## src/design/fdep_pkg.sv

```systemverilog
// shared types and constants for the fat directory entry parser
package fdep_pkg;

  // entry geometry
  localparam int POS_W = 5;

  localparam logic [POS_W-1:0] POS_FIRST     = 5'd0;
  localparam logic [POS_W-1:0] POS_EXT_START = 5'd8;
  localparam logic [POS_W-1:0] POS_ATTR      = 5'd11;
  localparam logic [POS_W-1:0] POS_CLUS_HI_L = 5'd20;
  localparam logic [POS_W-1:0] POS_CLUS_HI_H = 5'd21;
  localparam logic [POS_W-1:0] POS_CLUS_LO_L = 5'd26;
  localparam logic [POS_W-1:0] POS_CLUS_LO_H = 5'd27;
  localparam logic [POS_W-1:0] POS_SIZE      = 5'd28;
  localparam logic [POS_W-1:0] POS_LAST      = 5'd31;

  // marker bytes
  localparam logic [7:0] BYTE_END        = 8'h00;
  localparam logic [7:0] BYTE_DELETED    = 8'hE5;
  localparam logic [7:0] BYTE_SPACE      = 8'h20;
  localparam logic [7:0] ATTR_LONG_NAME  = 8'h0F;
  localparam logic [7:0] ATTR_VOLUME_BIT = 8'h08;

  localparam int OUT_TDATA_W = 168;

  typedef struct packed {
    logic       scan_start;
    logic       sector_start;
    logic [7:0] dir_byte;
  } dir_item_t;

  // packed so that base_name sits in the lowest bits
  typedef struct packed {
    logic [4:0]  table_slot;
    logic [31:0] file_size;
    logic [31:0] start_cluster;
    logic [1:0]  ext_len;
    logic [23:0] ext_name;
    logic [3:0]  base_len;
    logic [63:0] base_name;
  } dir_result_t;

  typedef struct packed {
    logic valid;
    logic advance;
  } stage_ctl_t;

endpackage

```

## src/design/fdep_in_stage.sv

```systemverilog
// input register of the directory byte stream
module fdep_in_stage (
  input  logic                clk,
  input  logic                rst,
  input  logic                in_valid,
  output logic                in_ready,
  input  fdep_pkg::dir_item_t in_item,
  input  logic                advance,
  output logic                item_valid,
  output fdep_pkg::dir_item_t item
);

  // slot frees when empty or when the held byte moves on
  assign in_ready = !item_valid || advance;

  always_ff @(posedge clk) begin
    if (rst) begin
      item_valid <= 1'b0;
    end else if (in_ready) begin
      item_valid <= in_valid;
    end
    if (in_valid && in_ready) begin
      item <= in_item;
    end
  end

endmodule

```

## src/design/fdep_entry_core.sv

```systemverilog
// entry state and single-pass decode of one directory byte
module fdep_entry_core #(
  parameter int MAX_FILES = 32
) (
  input  logic                  clk,
  input  logic                  rst,
  input  fdep_pkg::stage_ctl_t  ctl,
  input  fdep_pkg::dir_item_t   item,
  output logic                  res_valid,
  output fdep_pkg::dir_result_t res
);

  localparam int FCW = $clog2(MAX_FILES + 1);

  logic [fdep_pkg::POS_W-1:0] byte_position;
  logic                       sector_ended;
  logic                       entry_skipped;
  logic [63:0]                base_bytes;
  logic [3:0]                 base_count;
  logic                       base_stopped;
  logic [23:0]                ext_bytes;
  logic [1:0]                 ext_count;
  logic                       ext_stopped;
  logic [15:0]                cluster_high;
  logic [15:0]                cluster_low;
  logic [31:0]                size_bytes;
  logic [FCW-1:0]             file_count;

  logic [fdep_pkg::POS_W-1:0] p;
  logic                       first;
  logic [7:0]                 b;
  logic                       fire;
  logic [FCW-1:0]             fc_eff;

  logic                       sector_ended_next;
  logic                       entry_skipped_next;
  logic [63:0]                base_bytes_next;
  logic [3:0]                 base_count_next;
  logic                       base_stopped_next;
  logic [23:0]                ext_bytes_next;
  logic [1:0]                 ext_count_next;
  logic                       ext_stopped_next;
  logic [15:0]                cluster_high_next;
  logic [15:0]                cluster_low_next;
  logic [31:0]                size_bytes_next;
  logic [FCW-1:0]             file_count_next;

  assign fire   = ctl.valid && ctl.advance;
  assign b      = item.dir_byte;
  assign p      = item.sector_start ? fdep_pkg::POS_FIRST : byte_position;
  assign first  = (p == fdep_pkg::POS_FIRST);
  assign fc_eff = item.scan_start ? '0 : file_count;

  always_comb begin
    // entry byte 0 restarts the per-entry fields
    sector_ended_next  = item.sector_start ? 1'b0 : sector_ended;
    if (first && b == fdep_pkg::BYTE_END) begin
      sector_ended_next = 1'b1;
    end
    entry_skipped_next = first ? (b == fdep_pkg::BYTE_DELETED) : entry_skipped;
    base_bytes_next    = first ? '0 : base_bytes;
    base_count_next    = first ? '0 : base_count;
    base_stopped_next  = first ? 1'b0 : base_stopped;
    ext_bytes_next     = first ? '0 : ext_bytes;
    ext_count_next     = first ? '0 : ext_count;
    ext_stopped_next   = first ? 1'b0 : ext_stopped;
    cluster_high_next  = first ? '0 : cluster_high;
    cluster_low_next   = first ? '0 : cluster_low;
    size_bytes_next    = first ? '0 : size_bytes;

    if (p < fdep_pkg::POS_EXT_START) begin
      base_bytes_next = {base_bytes_next[55:0], b};
      if (b == fdep_pkg::BYTE_SPACE) begin
        base_stopped_next = 1'b1;
      end else if (!base_stopped_next) begin
        base_count_next = base_count_next + 4'd1;
      end
    end else if (p < fdep_pkg::POS_ATTR) begin
      ext_bytes_next = {ext_bytes_next[15:0], b};
      if (b == fdep_pkg::BYTE_SPACE) begin
        ext_stopped_next = 1'b1;
      end else if (!ext_stopped_next) begin
        ext_count_next = ext_count_next + 2'd1;
      end
    end else if (p == fdep_pkg::POS_ATTR) begin
      // long-name entries and volume labels are dropped
      if (b == fdep_pkg::ATTR_LONG_NAME || (b & fdep_pkg::ATTR_VOLUME_BIT) != 8'h00) begin
        entry_skipped_next = 1'b1;
      end
    end else if (p == fdep_pkg::POS_CLUS_HI_L) begin
      cluster_high_next[7:0] = b;
    end else if (p == fdep_pkg::POS_CLUS_HI_H) begin
      cluster_high_next[15:8] = b;
    end else if (p == fdep_pkg::POS_CLUS_LO_L) begin
      cluster_low_next[7:0] = b;
    end else if (p == fdep_pkg::POS_CLUS_LO_H) begin
      cluster_low_next[15:8] = b;
    end else if (p >= fdep_pkg::POS_SIZE) begin
      case (p[1:0])
        2'd0:    size_bytes_next[7:0]   = b;
        2'd1:    size_bytes_next[15:8]  = b;
        2'd2:    size_bytes_next[23:16] = b;
        default: size_bytes_next[31:24] = b;
      endcase
    end
  end

  assign res_valid = fire && (p == fdep_pkg::POS_LAST) && !sector_ended_next &&
                     !entry_skipped_next && (fc_eff < FCW'(MAX_FILES));

  assign file_count_next = res_valid ? fc_eff + 1'b1 : fc_eff;

  always_comb begin
    res.base_name     = base_bytes_next;
    res.base_len      = base_count_next;
    res.ext_name      = ext_bytes_next;
    res.ext_len       = ext_count_next;
    res.start_cluster = {cluster_high_next, cluster_low_next};
    res.file_size     = size_bytes_next;
    res.table_slot    = 5'(fc_eff);
  end

  always_ff @(posedge clk) begin
    if (rst) begin
      byte_position <= '0;
      sector_ended  <= 1'b0;
      entry_skipped <= 1'b0;
      base_bytes    <= '0;
      base_count    <= '0;
      base_stopped  <= 1'b0;
      ext_bytes     <= '0;
      ext_count     <= '0;
      ext_stopped   <= 1'b0;
      cluster_high  <= '0;
      cluster_low   <= '0;
      size_bytes    <= '0;
      file_count    <= '0;
    end else if (fire) begin
      byte_position <= p + 1'b1;
      sector_ended  <= sector_ended_next;
      entry_skipped <= entry_skipped_next;
      base_bytes    <= base_bytes_next;
      base_count    <= base_count_next;
      base_stopped  <= base_stopped_next;
      ext_bytes     <= ext_bytes_next;
      ext_count     <= ext_count_next;
      ext_stopped   <= ext_stopped_next;
      cluster_high  <= cluster_high_next;
      cluster_low   <= cluster_low_next;
      size_bytes    <= size_bytes_next;
      file_count    <= file_count_next;
    end
  end

  a_count_bound: assert property (@(posedge clk) disable iff (rst)
    file_count <= FCW'(MAX_FILES))
    else $error("file count above table size");

  a_result_on_last: assert property (@(posedge clk) disable iff (rst)
    res_valid |-> (p == fdep_pkg::POS_LAST))
    else $error("result outside entry last byte");

  a_count_step: assert property (@(posedge clk) disable iff (rst)
    res_valid |=> file_count == FCW'($past(fc_eff) + 1'b1))
    else $error("file count did not step after result");

  a_ended_quiet: assert property (@(posedge clk) disable iff (rst)
    (sector_ended && !item.sector_start) |-> !res_valid)
    else $error("result after end marker");

endmodule

```

## src/design/fdep_out_stage.sv

```systemverilog
// result register toward the output stream
module fdep_out_stage (
  input  logic                                 clk,
  input  logic                                 rst,
  input  logic                                 res_valid,
  input  fdep_pkg::dir_result_t                res,
  output logic                                 advance,
  output logic                                 out_valid,
  input  logic                                 out_ready,
  output logic [fdep_pkg::OUT_TDATA_W-1:0]     out_data
);

  assign advance = !out_valid || out_ready;

  always_ff @(posedge clk) begin
    if (rst) begin
      out_valid <= 1'b0;
    end else if (advance) begin
      out_valid <= res_valid;
    end
    if (advance && res_valid) begin
      out_data <= fdep_pkg::OUT_TDATA_W'(res);
    end
  end

endmodule

```

## src/design/fat_dir_entry_parser.sv

```systemverilog
// top level of the fat directory entry parser
// Takes a FAT directory sector as a byte stream, one byte per cycle when not
// stalled, and cuts it into 32-byte entries. Each byte is decoded in a single
// pass between an input register and a result register, so the block sustains
// one request per cycle while the output side is ready; the byte that completes
// an entry (byte 31) is held in the input register, and its result is then
// registered in the result register. The output register is the only stall
// point: when a result waits, the input holds its byte and new requests pause.
// An entry that starts with 0x00 ends parsing for the rest of the sector;
// deleted (0xE5), long-name (attribute 0x0F) and volume-label (attribute bit
// 0x08) entries give no result. At most MAX_FILES results come per scan.
module fat_dir_entry_parser #(
  parameter int MAX_FILES = 32
) (
  input  logic         clk,
  input  logic         rst,
  // byte stream in
  input  logic         s_axis_tvalid,
  output logic         s_axis_tready,
  input  logic [7:0]   s_axis_tdata,   // dir_byte
  input  logic [1:0]   s_axis_tuser,   // sector_start, scan_start
  // entry results out
  output logic         m_axis_tvalid,
  input  logic         m_axis_tready,
  // base_name[63:0], base_len[67:64], ext_name[91:68], ext_len[93:92],
  // start_cluster[125:94], file_size[157:126], table_slot[162:158], zero pad
  output logic [167:0] m_axis_tdata
);

  fdep_pkg::dir_item_t   in_item;
  fdep_pkg::dir_item_t   item;
  fdep_pkg::dir_result_t res;
  fdep_pkg::stage_ctl_t  ctl;
  logic                  item_valid;
  logic                  advance;
  logic                  res_valid;

  // pack the request fields
  assign in_item.dir_byte     = s_axis_tdata;
  assign in_item.sector_start = s_axis_tuser[0];
  assign in_item.scan_start   = s_axis_tuser[1];

  // byte register, released whenever the result register can move
  fdep_in_stage u_in (
    .clk        (clk),
    .rst        (rst),
    .in_valid   (s_axis_tvalid),
    .in_ready   (s_axis_tready),
    .in_item    (in_item),
    .advance    (advance),
    .item_valid (item_valid),
    .item       (item)
  );

  assign ctl.valid   = item_valid;
  assign ctl.advance = advance;

  // entry state, filters and field capture
  fdep_entry_core #(
    .MAX_FILES (MAX_FILES)
  ) u_core (
    .clk       (clk),
    .rst       (rst),
    .ctl       (ctl),
    .item      (item),
    .res_valid (res_valid),
    .res       (res)
  );

  // result register
  fdep_out_stage u_out (
    .clk       (clk),
    .rst       (rst),
    .res_valid (res_valid),
    .res       (res),
    .advance   (advance),
    .out_valid (m_axis_tvalid),
    .out_ready (m_axis_tready),
    .out_data  (m_axis_tdata)
  );

endmodule
```

## config.mk

```make
export PLATFORM = sky130hd
export DESIGN_NAME = fat_dir_entry_parser
export DESIGN_NICKNAME = d
export VERILOG_FILES = /design/src/design/fdep_pkg.sv /design/src/design/fdep_in_stage.sv /design/src/design/fdep_entry_core.sv /design/src/design/fdep_out_stage.sv /design/src/design/fat_dir_entry_parser.sv
export SDC_FILE = /design/constraint.sdc
export NUM_CORES = 1
export LEC_CHECK = 0
export CAP_MARGIN = 25
export CORE_AREA = 2 2 157 159
export DETAILED_ROUTE_END_ITERATION = 10
export DIE_AREA = 0 0 159 161
export DONT_BUFFER_PORTS = 1
export HOLD_SLACK_MARGIN = 0.02
export PLACE_DENSITY = 0.87
export SLEW_MARGIN = 10
export SYNTH_ARGS = -nofsm -noshare
export SYNTH_HDL_FRONTEND = slang
export SYNTH_SLANG_ARGS = --single-unit
```

## constraint.sdc

```tcl
create_clock -name clk -period 18.58 [get_ports clk]
set_clock_uncertainty 0.15 [all_clocks]
set_input_delay 1.858 -clock clk [delete_from_list [all_inputs] [get_ports clk]]
set_output_delay 1.858 -clock clk [all_outputs]
set_load 0.01 [all_outputs]
```

==> results of run 1 <==
## registers in the layout (all words and copies together) (netlist names), 2 cells and up
signal                cells
u_out.out_data          163
u_core.base_bytes        64
u_core.size_bytes        32
u_core.ext_bytes         24
u_core.cluster_high      16
u_core.cluster_low       16
u_in.item                10
u_core.file_count         6
u_core.byte_position      5
u_core.base_count         4
u_core.ext_count          2
## cells in the mapped netlist (4+ instances only)
| cell type | instances | area [um2] |
|---|---|---|
| dfxtp_1 | 175 | 3503 |
| a22o_1 | 100 | 875.8 |
| or4_1 | 4 | 30.03 |
| nor2_1 | 124 | 465.5 |
| inv_1 | 6 | 22.52 |
| nor3_1 | 49 | 245.2 |
| a311oi_1 | 13 | 113.9 |
| and3_1 | 20 | 125.1 |
| nor2b_1 | 10 | 62.56 |
| a31o_2 | 5 | 43.79 |
| nand3_1 | 35 | 175.2 |
| o21ai_0 | 27 | 135.1 |
| mux2_2 | 18 | 202.7 |
| clkbuf_1 | 103 | 386.6 |
| nand2_1 | 208 | 780.8 |
| a22oi_1 | 19 | 142.6 |
| edfxtp_1 | 173 | 5195 |
| buf_1 | 11 | 41.29 |
| nand4_1 | 5 | 31.28 |
| a221oi_1 | 27 | 236.5 |
| buf_4 | 6 | 45.04 |
| mux2i_1 | 11 | 110.1 |
| ha_1 | 8 | 100.1 |
| a211oi_1 | 4 | 30.03 |
| and2_1 | 12 | 75.07 |
| a21oi_1 | 108 | 540.5 |
## worst paths after layout
path / start / endpoint / slack (ns)
max: u_in.item[8] / u_out.out_data[35] / 13.00
min: u_core.ext_bytes[23] / u_core.ext_bytes[23] / 0.30
max reg2reg: u_in.item[8] / u_out.out_data[35] / 13.00
min reg2reg: u_core.ext_bytes[23] / u_core.ext_bytes[23] / 0.30
## layout make-up
type                            instances  area [um2]  area share [%]
Sequential cell                       348        8698           57.11
Multi-Input combinational cell        848        4876           32.01
Clock buffer                           44       980.9           6.440
Tap cell                              324       405.4           2.661
Timing Repair Buffer                   15       132.6          0.8707
Clock inverter                         19       108.9          0.7146
Inverter                                6       27.53          0.1807
Antenna cell                            1       2.502         0.01643
## placed cells by master (no fill, tap or decap), types with 18 or more instances in the layout
cell and n:
nand2_1 207, dfxtp_1 175, edfxtp_1 173, nor2_1 124
a21oi_1 107, a22o_1 100, nor3_1 49, clkbuf_16 36
nand3_1 35, o21ai_0 27, a221oi_1 27, and3_1 20
a22oi_1 19, mux2_2 18
## metal layers
layer / up-vias / track usage, % / part of all wire (%)
met5: - / 0 / 0
met4: 0 / 9.669 / 3.4
met3: 80 / 6.086 / 8.7
met2: 480 / 39.78 / 48
met1: 4906 / 33.23 / 40
li1: 4668 / - / -
## cells by family after synthesis
logic type      synth area share (%)
compound gates                 15.97
mux                            2.224
buf+inv                        3.754
xor+xnor                      0.2491
flops                          61.84
simple gates                   15.23
other cells                  0.02666
fa+ha+maj                     0.7116
## worst min-delay path, delay by kind of cell, from the launching register on
family | cells | cell delay (ns)
simple gates | 1 | 0.05
flops | 1 | 0.30
compound gates | 1 | 0.05
## power by group
part / leakage (uW) / switching, uW / internal (uW)
registers: 0.00291 / 12.0 / 810
logic: 0.00166 / 42.7 / 16.5
clock network: 0.000533 / 285 / 376
total: 0.00510 / 340 / 1200
## metrics by stage
step	utilization (%)	setup slack (ns)
final	63.57	13.00
after global routing	63.57	12.58
after CTS	63.38	13.04
after detailed placement	58.83	13.07
after global placement	58.83	13.16
after floorplan	-	12.13
==> metrics.yaml, run 1 <==
postCtsSetupBuffers: 0
synth.cell_area_um2: 14070
port_buffers: 0
status: "completed"
clk_pin_slew_ns: 0.06
peakVddDrop_mv: 0.08352
synth_ff_type: "dfxtp_1"
cp.arrival_ns: 5.55
crit_family: "simple AND/OR/NAND/NOR gates"
r2r_cells: 9
min_path_cells: 2
yosysSeqAreaShare_pct: 61.84
whs_ns: 0.3030
crit_path_top_delay_cell: "and2_1"
crit_required_ns: 18.56
rows: 57
synth_edf_count: 173
numCtsBuffers: 35
final-hold-violation-count: 0
clockRootBuffer: "clkbuf_16"
globalplace.congestion: 0.8331
finalNonFillerCells: 1605
crit_cells: 9
rsz0062_at_grt: "no"
cts_sinks: 348
die_w_um: 159
drv_slew: 0
post_cts_resize_count: 0
placed_area_um2: 14100
period_needed_ns: 5.576
drive_gt1_share_pct: 7.734
grt_overflow: 0
drc: 0
wl_per_cell_um: 20.58
power_uw: 1542
num_vias: 10130
power_leakage_uw: 0.005097
num_io_pins: 184
power_density_nw_per_um2: 101.2
grt_pass1_wl_mm: 51.56
ys_ff_latch: 348
via_per_inst: 6.314
period_share_pct: 30.01
max_freq_mhz: 179.3
crit_fanout: 95
yosysWarningCount: 0
coreArea_um2: 23960
fillers: 1802
initial_utilization_pct: 58.70
final_cell_area_um2: 15230
worstSetupEndpointType: "flop"
hold_class: "flop to flop"
worstMarginPinSlew_ns: 0.9796
drtIter0Drc: 1076
wirelength_mm: 33.04
htree_num_levels: 2
syn_avg_cell_area_um2: 10.64
netlist_instances: 1322
worst-path-buf-inv: 3
ant_nets: 0
startpoint_type: "flop"
area_growth_pct: 8.290
cts_buffer_depth: 3
place_hpwl_mm: 19.28
path_cells: "nor2b_1, inv_1, ha_1, or4b_1, and2_1, o211a_1, nand2_1, inv_6, buf_4"
nNetsFinal: 1276
grt_max_degree: 179
crit_type: "flop to flop"
setup_violations: 0
die_h_um: 161
yosysUniqueCellTypes: 56
drt_pre_antenna_iters: 8
setup_tns_ns: 0
die-area_um2: 25600
grt_pass1_vias: 9404
synthArstFlopShare_pct: 0
clk_latency_ns: 0.52
critPathMaxStageDelay_ns: 0.83
antenna_found_initial: 1
ctsHoldBuffers: 0
maxCapViolations: 0
dp.cells: 1538
track_usage_pct: 24.93
relSlewSlack_pct: 34.45
cts_tree: "yes"
(Power assumes the default switching activity.)
==> run 2: changes to the inputs <==
==> constraint.sdc (replaced) <==
create_clock -name clk -period 5.3 [get_ports clk]
set_clock_uncertainty 0.15 [all_clocks]
set_input_delay 0.53 -clock clk [delete_from_list [all_inputs] [get_ports clk]]
set_output_delay 0.53 -clock clk [all_outputs]
set_load 0.01 [all_outputs]
==> run 2 against run 1 <==
First-iteration DRC count rose by 0.93%. Critical path depth did not move. Hold slack worse by 0.23 ns. Flip-flop and latch count did not move. Die area stayed put. Largest power group unchanged.
==> metrics.yaml, run 2 (synthesis results as in run 1) <==
status: "completed"
setup_tns_ns: 0
rsz0062_at_grt: "no"
postCtsSetupBuffers: 0
layout_commonest_cell: "nand2_1"
clk_latency_ns: 0.52
whs_ns: 0.07732
ant_nets: 0
drtIter0Drc: 1086
clk_pin_slew_ns: 0.06
grt_pass1_wl_mm: 51.69
port_buffers: 0
die_h_um: 161
startpoint_type: "flop"
nNetsFinal: 1288
finalWorstSetupSlack_ns: 1.043
hold_class: "primary input to flop"
place_hpwl_mm: 19.11
num_io_pins: 184
power_uw: 5778
crit_fanout: 88
wirelength_mm: 33.27
largest_reg_flops: 163
maxCapViolations: 0
area_growth_pct: 10.64
relSlewSlack_pct: 33.80
dp_slack_ns: 1.207
antenna_found_initial: 0
drv_slew: 0
fillers: 1747
power_density_nw_per_um2: 371.3
rows: 57
setup_violations: 0
period_share_pct: 80.31
final-seq-area_um2: 8698
max_freq_mhz: 234.9
final-hold-violation-count: 0
n_antenna_cell: 0
drt_pre_antenna_iters: 6
coreArea_um2: 23960
power_leakage_uw: 0.005243
die_w_um: 159
globalplace.congestion: 0.8413
largest_registers: "u_out.out_data (163), u_core.base_bytes (64), u_core.size_bytes (32)"
post_cts_resize_count: 0
wl_per_cell_um: 20.56
cts_buffer_depth: 3
reg2reg_slack_ns: 1.04
post-route-util_pct: 64.94
period_needed_ns: 4.257
clockRootBuffer: "clkbuf_16"
ctsHoldBuffers: 12
peakVddDrop_mv: 0.2770
final_cell_mix: "nand2_1 (207), dfxtp_1 (175), edfxtp_1 (173)"
grt_max_degree: 173
track_usage_pct: 24.93
initial_utilization_pct: 58.70
worstSetupEndpointType: "flop"
via_per_inst: 6.346
crit_required_ns: 5.28
numCtsBuffers: 36
cts_tree: "yes"
multi_input_area_um2: 4876
drive_gt1_share_pct: 8.114
cts_sinks: 348
worstMarginPinSlew_ns: 0.9792
top_register: "u_out.out_data"
cp.arrival_ns: 4.24
num_vias: 10270
grt_overflow: 0
htree_num_levels: 2
crit_type: "flop to flop"
grt_pass1_vias: 9353
die-area_um2: 25600
drc: 0
==> run 2: changes by cell type in the layout (fill, tap and decap cells not counted), moves of 2 or more <==
cell and change:
clkbuf_1 +3, bufinv_16 +5, clkinv_1 -6, buf_12 +2, buf_4 -3, clkbuf_16 +3, dlygate4sd3_1 +11, clkbuf_8 -2
==> run 2: critical path, stage by stage, from the launching register on <==
cell	delay (ns)
edfxtp_1	0.61
nor2b_1	0.37
inv_1	0.11
ha_1	0.29
or4b_1	0.64
a211oi_1	0.22
nor3_1	0.58
nand2_1	0.23
clkinvlp_4	0.17
buf_12	0.32
==> run 2: metrics by stage <==
stage	cells	area [um2]
detailed placement	1537	14110
global route	1618	15560
CTS	1615	15520
floorplan	1326	14090
finish	1618	15560
global placement	1536	14110
==> run 2: where the power goes <==
| part | switching, uW | internal (uW) | total, uW | leakage (uW) |
|---|---|---|---|---|
| clock | 1020 | 1630 | 2660 | 0.000622 |
| combinational | 149 | 63.1 | 213 | 0.00171 |
| sequential | 68.0 | 2840 | 2910 | 0.00291 |
| total | 1240 | 4540 | 5780 | 0.00524 |
==> run 2: worst paths after layout <==
path	start	to	cells after the start
worst max-delay path	u_in.item[8]	u_out.out_data[89]	9
worst min-delay path	rst	u_core.file_count[5]	2
worst max register to register	u_in.item[8]	u_out.out_data[89]	9
worst min register to register	u_core.ext_bytes[19]	u_core.ext_bytes[19]	2
==> run 2: area by class of cell <==
| cell class | instances | share of cell area, % |
|---|---|---|
| Sequential cell | 348 | 55.89 |
| Clock buffer | 48 | 6.681 |
| Multi-Input combinational cell | 848 | 31.33 |
| Timing Repair Buffer | 26 | 1.849 |
| Inverter | 6 | 0.1688 |
| Tap cell | 324 | 2.605 |
| Clock inverter | 18 | 1.471 |
==> run 2: layer usage <==
layer | GRT usage, % | wire (um)
met4 | 8.264 | 1014
met1 | 33.80 | 13500
met3 | 5.367 | 2967
met2 | 40.38 | 15790
met5 | 0 | 0
